## src/hw/rtl/metp_pkg.sv

```systemverilog
package metp_pkg;

    // fixed point format and dimension limit
    localparam int FRAC_BITS = 28;
    localparam int MAX_DIM   = 4096;

    // squared escape radius (4) in the doubled fraction format
    localparam int          RADIUS_SHIFT = 2 * FRAC_BITS + 2;
    localparam bit          RADIUS_FITS  = (RADIUS_SHIFT < 64);
    localparam logic [63:0] RADIUS_SQ    = RADIUS_FITS ? (64'd1 << RADIUS_SHIFT) : '1;

    // register file
    localparam int REG_ADDR_W = 5;

    typedef enum logic [2:0] {
        REG_CENTER_RE      = 3'd0,
        REG_CENTER_IM      = 3'd1,
        REG_PIXEL_STEP     = 3'd2,
        REG_MAX_ITERATIONS = 3'd3,
        REG_IMAGE_WIDTH    = 3'd4,
        REG_IMAGE_HEIGHT   = 3'd5
    } reg_index_t;

    localparam logic [30:0] PIXEL_STEP_RST     = 31'd1342177;
    localparam logic [15:0] MAX_ITERATIONS_RST = 16'd255;
    localparam logic [12:0] IMAGE_WIDTH_RST    = 13'd640;
    localparam logic [12:0] IMAGE_HEIGHT_RST   = 13'd480;

    // number of items circulating in the iteration loop
    localparam int TOKENS = 3;
    localparam int TAG_W  = $clog2(TOKENS);

    typedef struct packed {
        logic [31:0] center_re;
        logic [31:0] center_im;
        logic [30:0] pixel_step;
        logic [15:0] max_iterations;
        logic [12:0] image_width;
        logic [12:0] image_height;
    } cfg_t;

    typedef struct packed {
        logic [15:0] iteration_count;
        logic        escaped;
        logic        outside_at_start;
        logic [31:0] final_re;
        logic [31:0] final_im;
    } result_t;

    // clamp a signed value to the signed 32 bit range
    function automatic logic [31:0] sat32(input logic signed [63:0] v);
        logic [31:0] r;
        if (v > 64'sd2147483647)
            r = 32'h7fff_ffff;
        else if (v < -64'sd2147483648)
            r = 32'h8000_0000;
        else
            r = v[31:0];
        return r;
    endfunction

endpackage

```

## src/hw/rtl/metp_map.sv

```systemverilog
module metp_map
(
    input  logic           clk,
    input  logic           rst_n,
    input  metp_pkg::cfg_t cfg,
    input  logic           in_valid,
    output logic           in_ready,
    input  logic [11:0]    pixel_x,
    input  logic [11:0]    pixel_y,
    output logic           out_valid,
    input  logic           out_ready,
    output logic [31:0]    c_re,
    output logic [31:0]    c_im
);

    // stage 1: offsets from the image center
    logic               v1_reg;
    logic signed [13:0] dx_reg, dy_reg;
    // stage 2: scaled offsets
    logic               v2_reg;
    logic signed [45:0] px_reg, py_reg;
    // stage 3: mapped point
    logic               v3_reg;
    logic [31:0]        c_re_reg, c_im_reg;

    logic               rdy1, rdy2, rdy3;
    logic [12:0]        w_eff, h_eff;
    logic [11:0]        half_w, half_h;
    logic signed [13:0] dx_next, dy_next;
    logic signed [31:0] step_s;
    logic signed [45:0] px_next, py_next;
    logic signed [63:0] sum_re, sum_im;

    assign rdy3     = !v3_reg || out_ready;
    assign rdy2     = !v2_reg || rdy3;
    assign rdy1     = !v1_reg || rdy2;
    assign in_ready = rdy1;

    always_comb
    begin
        w_eff   = (32'(cfg.image_width) > metp_pkg::MAX_DIM) ? 13'(metp_pkg::MAX_DIM)
                                                              : cfg.image_width;
        h_eff   = (32'(cfg.image_height) > metp_pkg::MAX_DIM) ? 13'(metp_pkg::MAX_DIM)
                                                               : cfg.image_height;
        half_w  = w_eff[12:1];
        half_h  = h_eff[12:1];
        dx_next = $signed({2'b00, pixel_x}) - $signed({2'b00, half_w});
        dy_next = $signed({2'b00, half_h}) - $signed({2'b00, pixel_y});
        step_s  = $signed({1'b0, cfg.pixel_step});
        px_next = 46'(dx_reg) * 46'(step_s);
        py_next = 46'(dy_reg) * 46'(step_s);
        sum_re  = 64'(px_reg) + 64'($signed(cfg.center_re));
        sum_im  = 64'(py_reg) + 64'($signed(cfg.center_im));
    end

    always_ff @(posedge clk or negedge rst_n)
    begin
        if (!rst_n)
        begin
            v1_reg <= 1'b0;
            v2_reg <= 1'b0;
            v3_reg <= 1'b0;
        end
        else
        begin
            if (rdy1)
                v1_reg <= in_valid;
            if (rdy2)
                v2_reg <= v1_reg;
            if (rdy3)
                v3_reg <= v2_reg;
        end
    end

    always_ff @(posedge clk)
    begin
        if (rdy1 && in_valid)
        begin
            dx_reg <= dx_next;
            dy_reg <= dy_next;
        end
        if (rdy2 && v1_reg)
        begin
            px_reg <= px_next;
            py_reg <= py_next;
        end
        if (rdy3 && v2_reg)
        begin
            c_re_reg <= metp_pkg::sat32(sum_re);
            c_im_reg <= metp_pkg::sat32(sum_im);
        end
    end

    assign out_valid = v3_reg;
    assign c_re      = c_re_reg;
    assign c_im      = c_im_reg;

endmodule

```

## config.mk

```make
export PLATFORM = sky130hd
export DESIGN_NAME = metp_map
export DESIGN_NICKNAME = d
export VERILOG_FILES = /design/src/hw/rtl/metp_pkg.sv /design/src/hw/rtl/metp_map.sv
export SDC_FILE = /design/constraint.sdc
export NUM_CORES = 2
export LEC_CHECK = 0
export BUFFER_PORTS_ARGS = -buffer_cell sky130_fd_sc_hd__buf_2
export CAP_MARGIN = 15
export CORE_MARGIN = 8
export CORE_UTILIZATION = 65
export CTS_CLUSTER_DIAMETER = 60
export DETAILED_ROUTE_END_ITERATION = 10
export PLACE_DENSITY = 0.83
export SLEW_MARGIN = 20
export SYNTH_ARGS = -nofsm -noshare
export SYNTH_HDL_FRONTEND = slang
export SYNTH_SLANG_ARGS = --single-unit
```

## constraint.sdc

```tcl
create_clock -name clk -period 18.9 [get_ports clk]
set_clock_uncertainty 0.15 [all_clocks]
set_input_delay 1.89 -clock clk [delete_from_list [all_inputs] [get_ports clk]]
set_output_delay 1.89 -clock clk [all_outputs]
set_load 0.02 [all_outputs]
```

==> key figures <==
Min path
  • Hold/Removal Path Class: reg -> reg
  • Worst Min Path Start: v1_reg$_DFFE_PN0N_
  • WHS Path Cells: 1

Worst setup path
  • Reg-to-Reg Start: dy_reg[8]$_DFFE_PP_
  • CP arrival: 8.78 ns
  • Crit path to: py_reg[43]$_DFFE_PP_
  • Worst setup path startpoint: cfg[52]
  • Worst path required time: 19.00 ns
  • Setup crit start kind: input port
  • Reg2reg path depth: 20
  • Reg2reg end: py_reg[43]$_DFFE_PP_
  • Reg2Reg Setup Slack: 11.30 ns
  • CP Class: in -> reg
  • Crit end category: register
  • CP max FO: 26

Place
  • Hpwl dp: 65700 um
  • Port Buf Inserts: 212
  • Gpl congestion: 0.869

Finish
  • Register area: 5480 um^2
  • Area growth syn-to-layout: 5.50%
  • Nets: 5340
  • Most frequent cells in the layout: 642 x fa_1, 605 x inv_1, 573 x nand2_1, 380 x ha_1, 321 x and2_1
  • Leading cell type in the layout, fill and taps excluded: fa_1
  • Fraction of layout cells with a size suffix above 1: 7.32%
  • # fillers: 4498
  • Multi-input gate area: 29400 um^2

Routing
  • Antenna Nets Post-Route: 0
  • Final wirelength: 85200 um
  • Via count: 28900
  • Vias/cell: 5.86
  • Wire per inst: 17.3 um
  • First drt pass iteration count: 5
  • DRC violations left: 0
  • Iter 0 DRT Violations: 1968

Job
  • Maxcap violations: 0

Synth
  • Yosys warning count: 0
  • Synth cell types: 83
  • Yosys reg bits: 183
  • Post-synth EDFFs: 180
  • Post-synth net total: 5273
  • Mean area per synthesized cell: 9.27 um^2
  • Sequential area share after synthesis: 14.5%
  • Synth Instances: 4086
  • Post-synth top flop: edfxtp_1
  • Cell Area, Synth: 37900 um^2
  • Asr flop ratio synth: 1.64%

Timing
  • Fin Setup TNS: 0 ns
  • Final period utilization: 45.9%
  • Final hold viol count: 0
  • Relative slew slack: 28.8%
  • Final setup vio count: 0
  • RSZ-0062 raised after global routing: no
  • Worst slew pin tran: 1.07 ns
  • Max Freq: 115 MHz
  • Tmin final: 8.68 ns
  • Final-report max-slew violation count: 0

CTS
  • Root buffer cell: clkbuf_16
  • CTS Buffer Depth: 2
  • Setup bufs post-CTS: 0
  • Post-CTS Hold Buffers: 0
  • TritonCTS buffer count: 17
  • CTS H-Tree Depth: 4
  • Clock Latency Late Sink: 0.51 ns
  • TritonCTS clock tree: built
  • Sink Count: 183
  • Post_cts resized: 0
  • Reg clk slew, reported paths: 0.07 ns

Status
  • Outcome: completed

GRT
  • Grt total ovfl: 0
  • Initial antenna violation count: 6
  • Largest net degree at the start of global routing: 81
  • Vias in the first global route: 30300
  • Gr usage total: 26.1%
  • First-pass GRT wire length: 144000 um

Die
  • Starting Density: 65.6%
  • FP Rows: 88
  • Die width: 257 um
  • Chip Height: 257 um
  • CORE AREA: 57700 um^2
  • Ports: 231
  • Die area: 66200 um^2
[area by class of cell]
type                    instances  area share, %
multi-input cells            3104           73.5
repair buffers                242           3.22
inverters                     605           5.69
flip-flops and latches        183           13.7
diodes                          7         0.0439
clock inverters                14          0.373
well taps                     765           2.40
clock buffers                  17           1.06
[layer usage]
layer,wire length (um),GRT usage (%)
met5,0,0
met2,42500,45.0
met4,3130,10.7
met3,5050,4.35
met1,34600,32.4
[how the worst min path moves through the flow]
stage                                    end  slack (ns)
after floorplan           v2_reg$_DFFE_PN0P_        0.30
after global placement    v2_reg$_DFFE_PN0P_        0.33
after detailed placement  v2_reg$_DFFE_PN0P_        0.34
after CTS                 v2_reg$_DFFE_PN0P_        0.35
after global routing      v2_reg$_DFFE_PN0P_        0.37
final                     v2_reg$_DFFE_PN0P_        0.35
[worst max-delay path: stages]
cell and delay [ns]:
buf_2 0.45, nand2_1 0.19, fa_1 0.53, fa_1 0.50, inv_1 0.05, fa_1 0.50, inv_1 0.06, fa_1 0.53
inv_1 0.05, fa_1 0.40, fa_1 0.47, ha_1 0.36, a2111oi_0 0.50, a211oi_1 0.25, a311o_1 0.40, a31oi_1 0.40
o31ai_1 0.16, o41ai_1 0.58, o2111ai_1 0.21, a21oi_1 0.21, xnor2_1 0.08
[metrics by stage]
step / cells / setup WS (ns) / instance area, um^2 / utilization (%) / hold slack (ns)
finish: 4937 / 10.22 / 39900 / 69.2 / 0.351
global route: 4932 / 9.93 / 39900 / 69.2 / 0.372
CTS: 4930 / 10.35 / 39900 / 69.2 / 0.352
detailed placement: 4899 / 9.82 / 39300 / 68.2 / 0.335
global placement: 4899 / 9.87 / 39300 / 68.2 / 0.330
floorplan: 4086 / 10.80 / 37900 / - / 0.299
[cells in the mapped netlist (47+ instances only)]
cell type  count  area share (%)
inv_1        605             6.0
nor2b_1       76             1.3
nand2_1      573             5.7
ha_1         380              13
o21ai_0      143             1.9
edfxtp_1     180              14
xor2_1        64             1.5
fa_1         642              34
and2_1       324             5.4
a21oi_1      163             2.2
nor2_1       131             1.3
clkbuf_1     177             1.8
xnor2_1       94             2.2
nand3_1       47            0.62
a21o_1        80             1.6
[cell families after synthesis]
kind of cell    after synthesis  synth area share [%]
mux                           4                 0.106
simple gates               1285                  16.4
buf+inv                     799                  8.07
compound gates              635                  10.8
xor+xnor                    158                  3.65
fa+ha+maj                  1022                  46.5
flops                       183                  14.5
Power is not shown: default switching activity piles up to over one toggle a cycle in this logic, so the estimate is an artifact.
