$ cat src/hw/rtl/metp_pkg.sv
package metp_pkg;

    // fixed point format and dimension limit
    localparam int FRAC_BITS = 28;
    localparam int MAX_DIM   = 4096;

    // squared escape radius (4) in the doubled fraction format
    localparam int          RADIUS_SHIFT = 2 * FRAC_BITS + 2;
    localparam bit          RADIUS_FITS  = (RADIUS_SHIFT < 64);
    localparam logic [63:0] RADIUS_SQ    = RADIUS_FITS ? (64'd1 << RADIUS_SHIFT) : '1;

    // register file
    localparam int REG_ADDR_W = 5;

    typedef enum logic [2:0] {
        REG_CENTER_RE      = 3'd0,
        REG_CENTER_IM      = 3'd1,
        REG_PIXEL_STEP     = 3'd2,
        REG_MAX_ITERATIONS = 3'd3,
        REG_IMAGE_WIDTH    = 3'd4,
        REG_IMAGE_HEIGHT   = 3'd5
    } reg_index_t;

    localparam logic [30:0] PIXEL_STEP_RST     = 31'd1342177;
    localparam logic [15:0] MAX_ITERATIONS_RST = 16'd255;
    localparam logic [12:0] IMAGE_WIDTH_RST    = 13'd640;
    localparam logic [12:0] IMAGE_HEIGHT_RST   = 13'd480;

    // number of items circulating in the iteration loop
    localparam int TOKENS = 3;
    localparam int TAG_W  = $clog2(TOKENS);

    typedef struct packed {
        logic [31:0] center_re;
        logic [31:0] center_im;
        logic [30:0] pixel_step;
        logic [15:0] max_iterations;
        logic [12:0] image_width;
        logic [12:0] image_height;
    } cfg_t;

    typedef struct packed {
        logic [15:0] iteration_count;
        logic        escaped;
        logic        outside_at_start;
        logic [31:0] final_re;
        logic [31:0] final_im;
    } result_t;

    // clamp a signed value to the signed 32 bit range
    function automatic logic [31:0] sat32(input logic signed [63:0] v);
        logic [31:0] r;
        if (v > 64'sd2147483647)
            r = 32'h7fff_ffff;
        else if (v < -64'sd2147483648)
            r = 32'h8000_0000;
        else
            r = v[31:0];
        return r;
    endfunction

endpackage

$ cat src/hw/rtl/metp_cfg.sv
module metp_cfg
(
    input  logic                              clk,
    input  logic                              rst_n,
    input  logic                              psel,
    input  logic                              penable,
    input  logic                              pwrite,
    input  logic [metp_pkg::REG_ADDR_W-1:0]   paddr,
    input  logic [31:0]                       pwdata,
    output logic [31:0]                       prdata,
    output logic                              pready,
    output metp_pkg::cfg_t                    cfg
);

    metp_pkg::cfg_t       cfg_reg;
    metp_pkg::reg_index_t index;
    logic                 write_en;

    assign index    = metp_pkg::reg_index_t'(paddr[metp_pkg::REG_ADDR_W-1:2]);
    assign write_en = psel && penable && pwrite;
    assign pready   = 1'b1;
    assign cfg      = cfg_reg;

    always_ff @(posedge clk or negedge rst_n)
    begin
        if (!rst_n)
        begin
            cfg_reg.center_re      <= '0;
            cfg_reg.center_im      <= '0;
            cfg_reg.pixel_step     <= metp_pkg::PIXEL_STEP_RST;
            cfg_reg.max_iterations <= metp_pkg::MAX_ITERATIONS_RST;
            cfg_reg.image_width    <= metp_pkg::IMAGE_WIDTH_RST;
            cfg_reg.image_height   <= metp_pkg::IMAGE_HEIGHT_RST;
        end
        else if (write_en)
        begin
            unique case (index)
                metp_pkg::REG_CENTER_RE:      cfg_reg.center_re      <= pwdata;
                metp_pkg::REG_CENTER_IM:      cfg_reg.center_im      <= pwdata;
                metp_pkg::REG_PIXEL_STEP:     cfg_reg.pixel_step     <= pwdata[30:0];
                metp_pkg::REG_MAX_ITERATIONS: cfg_reg.max_iterations <= pwdata[15:0];
                metp_pkg::REG_IMAGE_WIDTH:    cfg_reg.image_width    <= pwdata[12:0];
                metp_pkg::REG_IMAGE_HEIGHT:   cfg_reg.image_height   <= pwdata[12:0];
                default: ;
            endcase
        end
    end

    always_comb
    begin
        unique case (index)
            metp_pkg::REG_CENTER_RE:      prdata = cfg_reg.center_re;
            metp_pkg::REG_CENTER_IM:      prdata = cfg_reg.center_im;
            metp_pkg::REG_PIXEL_STEP:     prdata = {1'b0, cfg_reg.pixel_step};
            metp_pkg::REG_MAX_ITERATIONS: prdata = {16'd0, cfg_reg.max_iterations};
            metp_pkg::REG_IMAGE_WIDTH:    prdata = {19'd0, cfg_reg.image_width};
            metp_pkg::REG_IMAGE_HEIGHT:   prdata = {19'd0, cfg_reg.image_height};
            default:                      prdata = '0;
        endcase
    end

endmodule

$ cat config.mk
export PLATFORM = sky130hd
export DESIGN_NAME = metp_cfg
export DESIGN_NICKNAME = d
export VERILOG_FILES = /design/src/hw/rtl/metp_pkg.sv /design/src/hw/rtl/metp_cfg.sv
export SDC_FILE = /design/constraint.sdc
export NUM_CORES = 1
export LEC_CHECK = 0
export BUFFER_PORTS_ARGS = -buffer_cell sky130_fd_sc_hd__buf_2
export CORE_AREA = 4 4 124 126
export CTS_CLUSTER_SIZE = 25
export DETAILED_ROUTE_END_ITERATION = 6
export DIE_AREA = 0 0 128 130
export PLACE_DENSITY = 0.72
export SLEW_MARGIN = 20
export SYNTH_ARGS = -nofsm -noshare
export SYNTH_HDL_FRONTEND = slang
export SYNTH_SLANG_ARGS = --single-unit
$ cat constraint.sdc
create_clock -name clk -period 1.95 [get_ports clk]
set_input_delay 0.0975 -clock clk [delete_from_list [all_inputs] [get_ports clk]]
set_output_delay 0.0975 -clock clk [all_outputs]
set_load 0.03 [all_outputs]
==> qor.yml, run 1 <==
synth:
  postSynth.topFlopCell: "sky130_fd_sc_hd__dfrtp_1"
  synthesis.area_mm2: 0.006330
  netlist_instances: 452
  synth_top_area_share_pct: 44.28
  synth_edf_count: 0
  ys_seq_elements: 137
  synth.largest_area_cell: "sky130_fd_sc_hd__dfrtp_1"
  postSynthNetCount: 494
  netlist-cell-type-count: 29
  ys_warn_count: 0
  netlist_top_cells_area: "sky130_fd_sc_hd__dfrtp_1, sky130_fd_sc_hd__mux2_2, sky130_fd_sc_hd__dfstp_2"
  synth-async-reset-ratio_pct: 100.0
  syn_avg_cell_area_um2: 14.00
  synth.yosys.seq_area_share_pct: 54.66
cells_and_area:
  flow.area_growth_from_synthesis_pct: 35.98
  diodes: 0
  drive_above_1_share_pct: 62.60
  largest_register_ffs: 137
  stdcell_count: 906
  count_of_nets_after_finishing: 751
  final_util_pct: 60.13
placement:
  placement.setup.worst_slack_ps: 291.4
  placedCellCount: 841
  buffer_ports.inserted: 208
  detailedPlacementHpwl_um: 12480
  weighted_congestion_at_the_end_of_routability_driven_global_placement: 0.8156
clocking:
  cts_resized: 0
  cts_made_buffers: 17
  postCtsSetupBuffers: 0
  cts_root_buf: "sky130_fd_sc_hd__clkbuf_16"
  tritoncts: "yes"
  cts-hold-fix-buffers: 33
  cts_max_path_buffers: 2
  h-tree-depth: 4
  clk_pin_slew_worst_paths_ps: 60
  number_of_clock_sinks: 137
  worstSkewPairLatency_ps: 410
worst_setup_path:
  worst_r2r_startpoint: "cfg[128]"
  worst-endpoint-required_ps: 1850
  worst-path-max-fanout: 3
  worst_setup_path_end_kind: "output port"
  reg2reg_to: "cfg[128]"
  crit_chain: "mux2i_1 > o21a_1 > a221oi_1 > buf_2"
  worst-r2r-setup-slack_ps: 1140
  timing.setup.critical_path_class: "reg2out"
  slowest_delay_ps: 540
  crit_path_top_delay_cell: "sky130_fd_sc_hd__dfstp_2"
  data_arrival_time_of_the_critical_path_ps: 1730
  worstRegToRegCells: 1
  setup.worst_path.start_class: "flip-flop"
pwr:
  peakVddDrop_mv: 0.6263
  cellPowerDensity_mw_per_mm2: 1196
  static-leakage-power_nw: 4.287
sta:
  report.final.slew_viol_count: 0
  post-route-period-util_pct: 93.83
  tightest_slew_ps: 541.3
  setup_slack_ps: 120.4
  rsz_0062_raised_after_global_routing: "false"
  finalCriticalPeriod_ps: 1830
  slew_headroom_pct: 63.78
  fmaxAchievable_mhz: 546.6
  setup_violations: 0
  clock_skew_ps: 0
  setup_tns_ps: 0
  final-hold-violation-count: 0
drt:
  vias_per_cell: 5.259
  first_pass_iters: 4
  postRouteAntennaNets: 0
  wl_cell_um: 19.79
  drt_drc_violations_left: 0
  total_vias_in_the_final_route: 4765
  routed_wirelength_um: 17930
  drt_first_iter_violations: 213
run_status:
  run_status: "complete, no violations"
global_route:
  antenna_found_initial: 0
  grt_pass1_wl_um: 27860
  overflow_after_grt: 0
  grt.total_usage_pct: 21.77
  grt_start_max_net_pins: 72
  first_global_vias: 5041
die:
  rows: 44
  io-pin-count: 212
  fp.coreArea_mm2: 0.01431
  die_w_um: 128
  die-area_mm2: 0.01664
  die_height_um: 130
  initial_utilization_pct: 44.22
run:
  drv_cap: 0
hold_path:
  holdCritPathClass: "in2async"
==> synthesized netlist by cell type, drive strengths merged, types with 2 or more instances <==
library cell and n:
o221ai 9, nand2 30, dfstp 25, nand2b 2
mux2 152, a221oi 4, a21oi 15, or2 15
mux2i 37, clkbuf 3, nor3 3, dfrtp 112
a31oi 3, mux4 3, and2 3, buf 24
nor2 5, nor2b 2
==> kinds of logic (layout without fill, tap and decap cells) <==
family | after synthesis | after routing | synth area share, %
compound gates | 32 | 32 | 3.400
simple gates | 62 | 62 | 5.139
buf+inv | 28 | 298 | 2.787
flops | 137 | 137 | 54.66
other cells | 1 | 1 | 0.05924
mux | 192 | 192 | 33.96
==> power by group <==
part           internal, mW  switching, mW  leakage (nW)
Sequential             3.48          0.445          1.69
Combinational          1.14           2.06          2.30
Clock                  1.97           1.19         0.292
Total                  6.60           3.69          4.29
==> routing by layer <==
metal | part of all wire, % | wire, µm | track usage [%] | vias up
met1 | 42 | 7542 | 27.82 | 2393
met2 | 49 | 8699 | 35.37 | 201
met3 | 8.3 | 1484 | 7.450 | 17
li1 | - | - | - | 2154
met5 | 0 | 0 | 0 | -
met4 | 1.1 | 201 | 6.429 | 0
==> critical path: cells and delay by family (launching register included) <==
kind | cells | cell delay, ps
AOI/OAI and AO/OA | 2 | 450
muxes | 1 | 70
DFF | 1 | 540
buffers and inverters | 1 | 260
==> cell type report <==
type / count / area [µm²]
clock buffer: 20 / 466.7
clock inverter: 12 / 122.6
timing repair buffer: 265 / 1610
tap: 184 / 230.2
fill: 1152 / 5707
sequential: 137 / 3460
multi-input combinational: 287 / 2714
inverter: 1 / 3.754
==> worst max path at each step <==
| stage | cells after the start | from | endpoint | slack (ps) |
|---|---|---|---|---|
| after floorplan | 3 | cfg[26] | prdata[0] | 210 |
| after global placement | 6 | paddr[3] | prdata[5] | 330 |
| after detailed placement | 6 | paddr[3] | prdata[5] | 290 |
| after CTS | 4 | cfg[26] | prdata[0] | 90 |
| after global routing | 4 | cfg[26] | prdata[0] | 60 |
| final | 4 | cfg[26] | prdata[0] | 120 |
==> through the flow <==
stage | hold WS (ps) | power (mW) | instance area [µm²]
finish | 154.7 | 10.29 | 8607
detailed placement | 29.21 | 7.141 | 7687
global route | 163.9 | 10.76 | 8607
floorplan | -198.1 | 6.033 | 6330
global placement | 22.89 | 7.032 | 7687
CTS | 153.1 | 10.38 | 8607
==> placed cells by master, fill, tap and decap left out, types with 2 or more instances in the layout <==
cell	n
sky130_fd_sc_hd__a21oi_1	15
sky130_fd_sc_hd__a221oi_1	4
sky130_fd_sc_hd__a31oi_1	3
sky130_fd_sc_hd__and2_1	3
sky130_fd_sc_hd__buf_12	4
sky130_fd_sc_hd__buf_2	206
sky130_fd_sc_hd__buf_4	21
sky130_fd_sc_hd__bufinv_16	2
sky130_fd_sc_hd__clkbuf_16	17
sky130_fd_sc_hd__clkbuf_8	3
sky130_fd_sc_hd__clkinv_2	6
sky130_fd_sc_hd__clkinvlp_4	2
sky130_fd_sc_hd__dfrtp_1	112
sky130_fd_sc_hd__dfstp_2	25
sky130_fd_sc_hd__dlygate4sd3_1	33
sky130_fd_sc_hd__mux2_1	13
sky130_fd_sc_hd__mux2_2	139
sky130_fd_sc_hd__mux2i_1	37
sky130_fd_sc_hd__mux4_2	3
sky130_fd_sc_hd__nand2_1	30
sky130_fd_sc_hd__nand2b_1	2
sky130_fd_sc_hd__nor2_1	2
sky130_fd_sc_hd__nor2_4	2
sky130_fd_sc_hd__nor2b_1	2
sky130_fd_sc_hd__nor3_4	2
sky130_fd_sc_hd__o221ai_1	9
sky130_fd_sc_hd__or2_2	15
(Power assumes the default switching activity.)
==> run 2: changes to the inputs <==
--- a/config.mk
+++ b/config.mk
@@ -5,12 +5,12 @@
 export SDC_FILE = /design/constraint.sdc
 export NUM_CORES = 1
 export LEC_CHECK = 0
-export BUFFER_PORTS_ARGS = -buffer_cell sky130_fd_sc_hd__buf_2
 export CORE_AREA = 4 4 124 126
 export CTS_CLUSTER_SIZE = 25
 export DETAILED_ROUTE_END_ITERATION = 6
 export DIE_AREA = 0 0 128 130
-export PLACE_DENSITY = 0.72
+export DONT_BUFFER_PORTS = 1
+export SETUP_SLACK_MARGIN = 0.3
 export SLEW_MARGIN = 20
 export SYNTH_ARGS = -nofsm -noshare
 export SYNTH_HDL_FRONTEND = slang
==> qor.yml, run 2 (synthesis results as in run 1) <==
run_status:
  run_status: "finished, violations left"
  violations: "hold timing"
sta:
  fmaxAchievable_mhz: 550.7  # +0.76%
  clock_skew_ps: 0  # unchanged
  rsz_0062_raised_after_global_routing: "true"
  setup_violations: 0  # unchanged
  whs_ps: -625.2  # -779.9 ps
  final-hold-violation-count: 137  # +137
  setup_tns_ps: 0  # unchanged
  report.final.slew_viol_count: 0  # unchanged
  post-route-period-util_pct: 93.12  # -0.71 points
  setup_slack_ps: 134.2  # +13.87 ps
  finalCriticalPeriod_ps: 1816  # -13.87 ps
  slew_headroom_pct: 53.90  # -9.9 points
  tightest_slew_ps: 690.1  # +148.8 ps
worst_setup_path:
  timing.setup.critical_path_class: "reg2out"
  crit_path_top_delay_cell: "sky130_fd_sc_hd__dfstp_2"
  data_arrival_time_of_the_critical_path_ps: 1720  # about the same
  crit_chain: "mux2i_1 > o21a_1 > a221oi_2 > buf_4"
  worst-path-max-fanout: 3  # unchanged
  path_delay_family: "flip-flops"
  worst_setup_path_end_kind: "output port"
  worst-endpoint-required_ps: 1850  # about the same
  slowest_delay_ps: 640  # +100 ps
  worst-path-buf-inv: 1  # unchanged
  setup.worst_path.start_class: "flip-flop"
drt:
  drt_first_iter_violations: 130  # -39%
  wl_cell_um: 23.53  # +19%
  total_vias_in_the_final_route: 4098  # -14%
  first_pass_iters: 5  # +1
  drt_drc_violations_left: 0  # unchanged
  vias_per_cell: 5.700  # +8.4%
  routed_wirelength_um: 16920  # -5.6%
  postRouteAntennaNets: 0  # unchanged
cells_and_area:
  layout.cells.most_common_list: "sky130_fd_sc_hd__mux2_2, sky130_fd_sc_hd__dfrtp_2, sky130_fd_sc_hd__dfrtp_1"
  flow.area_growth_from_synthesis_pct: 28.27
  most_common_cell_after_layout_fill_and_taps_aside: "sky130_fd_sc_hd__mux2_2"
  count_of_nets_after_finishing: 564  # -25%
  final_util_pct: 56.72  # -3.4 points
  drive_above_1_share_pct: 67.10  # +4.5 points
  largest_register_ffs: 137  # unchanged
  final_design_area_no_fill_mm2: 0.008119  # -5.7%
  diodes: 0  # unchanged
pwr:
  cellPowerDensity_mw_per_mm2: 1256  # +5.0%
  static-leakage-power_nw: 3.466  # -19%
  peakVddDrop_mv: 0.5843  # -6.7%
clocking:
  cts_made_buffers: 17  # unchanged
  cts_max_path_buffers: 2  # unchanged
  h-tree-depth: 4  # unchanged
  worstSkewPairLatency_ps: 410  # about the same
  clk_pin_slew_worst_paths_ps: 60  # about the same
  number_of_clock_sinks: 137  # unchanged
  tritoncts: "yes"
  cts-hold-fix-buffers: 32  # -3.0%
  cts_root_buf: "sky130_fd_sc_hd__clkbuf_16"
die:
  die-area_mm2: 0.01664  # unchanged
  rows: 44  # unchanged
  io-pin-count: 212  # unchanged
  fp.coreArea_mm2: 0.01431  # unchanged
  die_w_um: 128  # unchanged
  die_height_um: 130  # unchanged
  initial_utilization_pct: 44.22  # unchanged
placement:
  weighted_congestion_at_the_end_of_routability_driven_global_placement: 0.7790  # -4.5%
  buffer_ports.inserted: 0  # -100%
  detailedPlacementHpwl_um: 10850  # -13%
  placedInstanceArea_mm2: 0.006771  # -12%
  placement.setup.worst_slack_ps: 445.6  # +154.2 ps
global_route:
  overflow_after_grt: 0  # unchanged
  grt_pass1_wl_um: 26190  # -6.0%
  first_global_vias: 4493  # -11%
  antenna_found_initial: 0  # unchanged
  grt_start_max_net_pins: 138  # +92%
  grt.total_usage_pct: 20.61  # -1.2 points
run:
  drv_cap: 0  # unchanged
hold_path:
  holdCritPathClass: "in2async"
-- run 2: cell count changes in the layout (fill, tap and decap cells not counted), sizes merged --
cell	delta
dlygate4sd3	-1
inv	+1
bufinv	+2
clkbuf	+1
clkinv	-3
buf	-186
clkinvlp	-1
-- run 2: area by class of cell --
class | instances | area, µm²
well taps | 184 | 230.2
clock inverters | 11 | 165.2
inverters | 1 | 3.754
flip-flops and latches | 137 | 3541
clock buffers | 21 | 480.5
repair buffers | 78 | 749.5
multi-input cells | 287 | 2949
fillers | 1167 | 6195
-- run 2: final timing paths --
kind / depth (start not counted) / end / start / slack (ps)
hold / removal: 0 / cfg[80] / rst_n / -630
setup / recovery: 4 / prdata[0] / cfg[26] / 130
setup reg to reg: 1 / cfg[19] / cfg[19] / 970
hold reg to reg: 1 / cfg[128] / cfg[128] / 640
max in group asynchronous: 0 / cfg[42] / rst_n / 2220
min in group clk: 3 / cfg[73] / paddr[4] / 150
-- run 2: through the flow --
step	total power, mW	cells
after CTS	10.21	719
final	10.20	719
after global placement	6.394	655
after global routing	10.61	719
after detailed placement	6.461	655
after floorplan	6.037	452
-- run 2: what timing repair did --
action / in CTS / in global routing
endpoints found under the setup margin: 31 / 31
pin swaps: 15 / 17
setup buffers: 0 / 0
endpoints found under the hold margin: 274 / 137
resized for setup: 117 / 27
-- run 2: metal layers --
layer  up-vias  global-route usage, %  part of all wire, %
met1      2120                  24.83                   39
met3        27                  8.964                  9.7
met5         -                      0                    0
met4         0                  6.866                  1.5
met2       165                  33.43                   49
li1       1786                      -                    -
-- run 2: power breakdown --
group,total (mW),switching [mW],internal (mW)
Combinational,1.45,0.591,0.862
Sequential,5.25,1.71,3.53
Clock,3.50,1.22,2.28
==> run 3: changes to the inputs <==
--- a/config.mk
+++ b/config.mk
@@ -5,13 +5,13 @@
 export SDC_FILE = /design/constraint.sdc
 export NUM_CORES = 1
 export LEC_CHECK = 0
-export CORE_AREA = 4 4 124 126
+export ABC_AREA = 1
+export CORE_AREA = 4 4 125 127
 export CTS_CLUSTER_SIZE = 25
 export DETAILED_ROUTE_END_ITERATION = 6
-export DIE_AREA = 0 0 128 130
+export DIE_AREA = 0 0 129 131
 export DONT_BUFFER_PORTS = 1
 export SETUP_SLACK_MARGIN = 0.3
-export SLEW_MARGIN = 20
 export SYNTH_ARGS = -nofsm -noshare
 export SYNTH_HDL_FRONTEND = slang
 export SYNTH_SLANG_ARGS = --single-unit
==> qor.yml, run 3 <==
synth:
  netlist_top_cells_area: "sky130_fd_sc_hd__dfrtp_1, sky130_fd_sc_hd__nand2_1, sky130_fd_sc_hd__dfstp_2"
  synthesis.area_mm2: 0.006472  # +2.3%
  synth.largest_area_cell: "sky130_fd_sc_hd__dfrtp_1"
  postSynth.topFlopCell: "sky130_fd_sc_hd__dfrtp_1"
  ys_warn_count: 0  # unchanged
  synth_edf_count: 0  # unchanged
  syn_avg_cell_area_um2: 7.951  # -43%
  synth_top_area_share_pct: 43.30  # -0.98 points
  synth-async-reset-ratio_pct: 100.0  # unchanged
  netlist-cell-type-count: 22  # -24%
  top_cells_by_instance_count_after_synthesis: "sky130_fd_sc_hd__nand2_1, sky130_fd_sc_hd__dfrtp_1, sky130_fd_sc_hd__o21ai_0"
  synth.yosys.seq_area_share_pct: 53.45  # -1.2 points
  netlist_instances: 814  # +80%
  ys_seq_elements: 137  # unchanged
  postSynthNetCount: 856  # +73%
  synth_most_common_cell: "sky130_fd_sc_hd__nand2_1"
run:
  drv_cap: 0  # unchanged
run_status:
  run_status: "finished, violations left"
  violations: "hold timing"
clocking:
  cts_max_path_buffers: 2  # unchanged
  tritoncts: "yes"
  cts_made_buffers: 17  # unchanged
  cts-hold-fix-buffers: 32  # unchanged
  cts_root_buf: "sky130_fd_sc_hd__clkbuf_16"
  clk_pin_slew_worst_paths_ps: 60  # about the same
  worstSkewPairLatency_ps: 410  # about the same
  h-tree-depth: 4  # unchanged
  number_of_clock_sinks: 137  # unchanged
worst_setup_path:
  worst_setup_path_end_kind: "output port"
  slowest_delay_ps: 630  # about the same
  worst-path-max-fanout: 3  # unchanged
  crit_path_top_delay_cell: "sky130_fd_sc_hd__dfstp_2"
  setup.worst_path.start_class: "flip-flop"
  worst-endpoint-required_ps: 1850  # about the same
  data_arrival_time_of_the_critical_path_ps: 1570  # -150 ps
  timing.setup.critical_path_class: "reg2out"
  crit_chain: "nand4_1 > nand2_2 > nor2_2 > nand2_1 > buf_6"
  path_delay_family: "flip-flops"
  worst-path-buf-inv: 1  # unchanged
drt:
  drt_first_iter_violations: 354  # +170%
  first_pass_iters: 5  # unchanged
  wl_cell_um: 19.95  # -15%
  vias_per_cell: 5.505  # -3.4%
  postRouteAntennaNets: 0  # unchanged
  routed_wirelength_um: 21020  # +24%
  drt_drc_violations_left: 0  # unchanged
  total_vias_in_the_final_route: 5802  # +42%
cells_and_area:
  count_of_nets_after_finishing: 898  # +59%
  largest_register_ffs: 137  # unchanged
  fillCellCount: 1303  # +12%
  most_common_cell_after_layout_fill_and_taps_aside: "sky130_fd_sc_hd__nand2_1"
  drive_above_1_share_pct: 18.30  # -49 points
  flow.area_growth_from_synthesis_pct: 23.47
  final_design_area_no_fill_mm2: 0.007991  # -1.6%
  layout.cells.most_common_list: "sky130_fd_sc_hd__nand2_1, sky130_fd_sc_hd__o21ai_0, sky130_fd_sc_hd__dfrtp_1"
sta:
  fmaxAchievable_mhz: 601.3  # +9.2%
  tightest_slew_ps: 907.7  # +217.6 ps
  setup_tns_ps: 0  # unchanged
  final-hold-violation-count: 137  # unchanged
  whs_ps: -621.6  # +3.584 ps
  rsz_0062_raised_after_global_routing: "true"
  post-route-period-util_pct: 85.28  # -7.8 points
  report.final.slew_viol_count: 0  # unchanged
  clock_skew_ps: 0  # unchanged
  slew_headroom_pct: 39.34  # -15 points
  setup_violations: 0  # unchanged
  finalCriticalPeriod_ps: 1663  # -152.8 ps
placement:
  buffer_ports.inserted: 0  # unchanged
  detailedPlacementHpwl_um: 14100  # +30%
  weighted_congestion_at_the_end_of_routability_driven_global_placement: 0.8722  # +12%
  placedInstanceArea_mm2: 0.006973  # +3.0%
pwr:
  peakVddDrop_mv: 0.5838  # about the same
  static-leakage-power_nw: 3.888  # +12%
  cellPowerDensity_mw_per_mm2: 1198  # -4.6%
die:
  initial_utilization_pct: 44.87  # +0.65 points
  die-area_mm2: 0.01690  # +1.6%
  die_w_um: 129  # +0.78%
  fp.coreArea_mm2: 0.01442  # +0.77%
  io-pin-count: 212  # unchanged
  rows: 44  # unchanged
  die_height_um: 131  # +0.77%
global_route:
  grt_pass1_wl_um: 32620  # +25%
  antenna_found_initial: 1  # +1
  grt.total_usage_pct: 25.40  # +4.8 points
  overflow_after_grt: 0  # unchanged
  grt_start_max_net_pins: 138  # unchanged
  first_global_vias: 5834  # +30%
hold_path:
  holdCritPathClass: "in2async"
==> run 3: cell count changes after synthesis, moves of 24 or more <==
cell	before	now
sky130_fd_sc_hd__mux2i_1	37	0
sky130_fd_sc_hd__nand2_1	30	290
sky130_fd_sc_hd__o21ai_1	0	41
sky130_fd_sc_hd__o21ai_0	0	99
sky130_fd_sc_hd__nand3_1	0	47
sky130_fd_sc_hd__nand4_1	1	32
sky130_fd_sc_hd__mux2_2	139	0
sky130_fd_sc_hd__inv_1	1	57
sky130_fd_sc_hd__nor2_1	3	27
==> run 3: routing by layer <==
layer / global-route usage, % / up-vias / wire [µm]
met5: 0 / - / 0
met4: 15.38 / 0 / 1040
met3: 8.659 / 56 / 1768
met2: 40.79 / 254 / 10080
met1: 29.46 / 2782 / 8131
li1: - / 2710 / -
==> run 3: worst paths after layout <==
kind                       startpoint         to  slack [ps]  cells after the start
max in group asynchronous       rst_n     cfg[8]        2200                      0
min in group clk             paddr[4]     cfg[2]         120                      4
setup reg to reg              cfg[28]    cfg[28]         940                      3
setup / recovery               cfg[6]  prdata[6]         290                      5
hold / removal                  rst_n    cfg[21]        -620                      0
hold reg to reg               cfg[29]    cfg[29]         550                      2
==> run 3: where the power goes <==
group | leakage, nW | switching, mW | internal (mW)
clock network | 0.274 | 1.23 | 1.90
registers | 1.67 | 1.69 | 3.48
logic | 1.94 | 0.751 | 0.533
total | 3.89 | 3.67 | 5.91
==> run 3: per-stage QoR <==
| step | total power, mW | hold WS, ps | std cells | util, % | worst slack [ps] |
|---|---|---|---|---|---|
| after floorplan | 5.798 | -198.1 | 814 | - | 482.6 |
| after CTS | 9.613 | -645.6 | 1052 | 54.85 | 237.5 |
| after detailed placement | 6.352 | -194.4 | 988 | 48.34 | 354.4 |
| after global routing | 10.01 | -643.8 | 1054 | 55.40 | 211.1 |
| final | 9.576 | -621.6 | 1054 | 55.40 | 287.0 |
| after global placement | 6.289 | -194.8 | 988 | 48.34 | 361.1 |
==> run 3: cell type report <==
| cell class | count | area (µm²) | area share [%] |
|---|---|---|---|
| Antenna cell | 1 | 2.502 | 0.03131 |
| Clock buffer | 19 | 442.9 | 5.543 |
| Clock inverter | 13 | 128.9 | 1.613 |
| Inverter | 60 | 229.0 | 2.865 |
| Multi-Input combinational cell | 560 | 2554 | 31.96 |
| Sequential cell | 137 | 3485 | 43.60 |
| Tap cell | 184 | 230.2 | 2.881 |
| Timing Repair Buffer | 80 | 919.6 | 11.51 |
==> run 3: kinds of logic (layout without fill, tap and decap cells) <==
logic type	after synthesis	after routing	share of synthesized area (%)
AO/OA/AOI/OAI	153	153	11.83
buffers and inverters	117	172	8.196
flip-flops	137	137	53.45
other	1	2	0.05794
AND/OR/NAND/NOR	406	406	26.46
==> run 3: what timing repair did <==
action | 4_1_cts | 5_1_grt
endpoints found under the setup margin | 13 | 26
resized for setup | 22 | 29
pin swaps | 12 | 18
setup buffers | 0 | 1
endpoints found under the hold margin | 274 | 137
==> run 3: worst reg2reg max path: stages (launching register included) <==
cell and delay, ps:
sky130_fd_sc_hd__dfstp_2 630, sky130_fd_sc_hd__inv_2 60, sky130_fd_sc_hd__buf_4 130, sky130_fd_sc_hd__o21ai_1 120
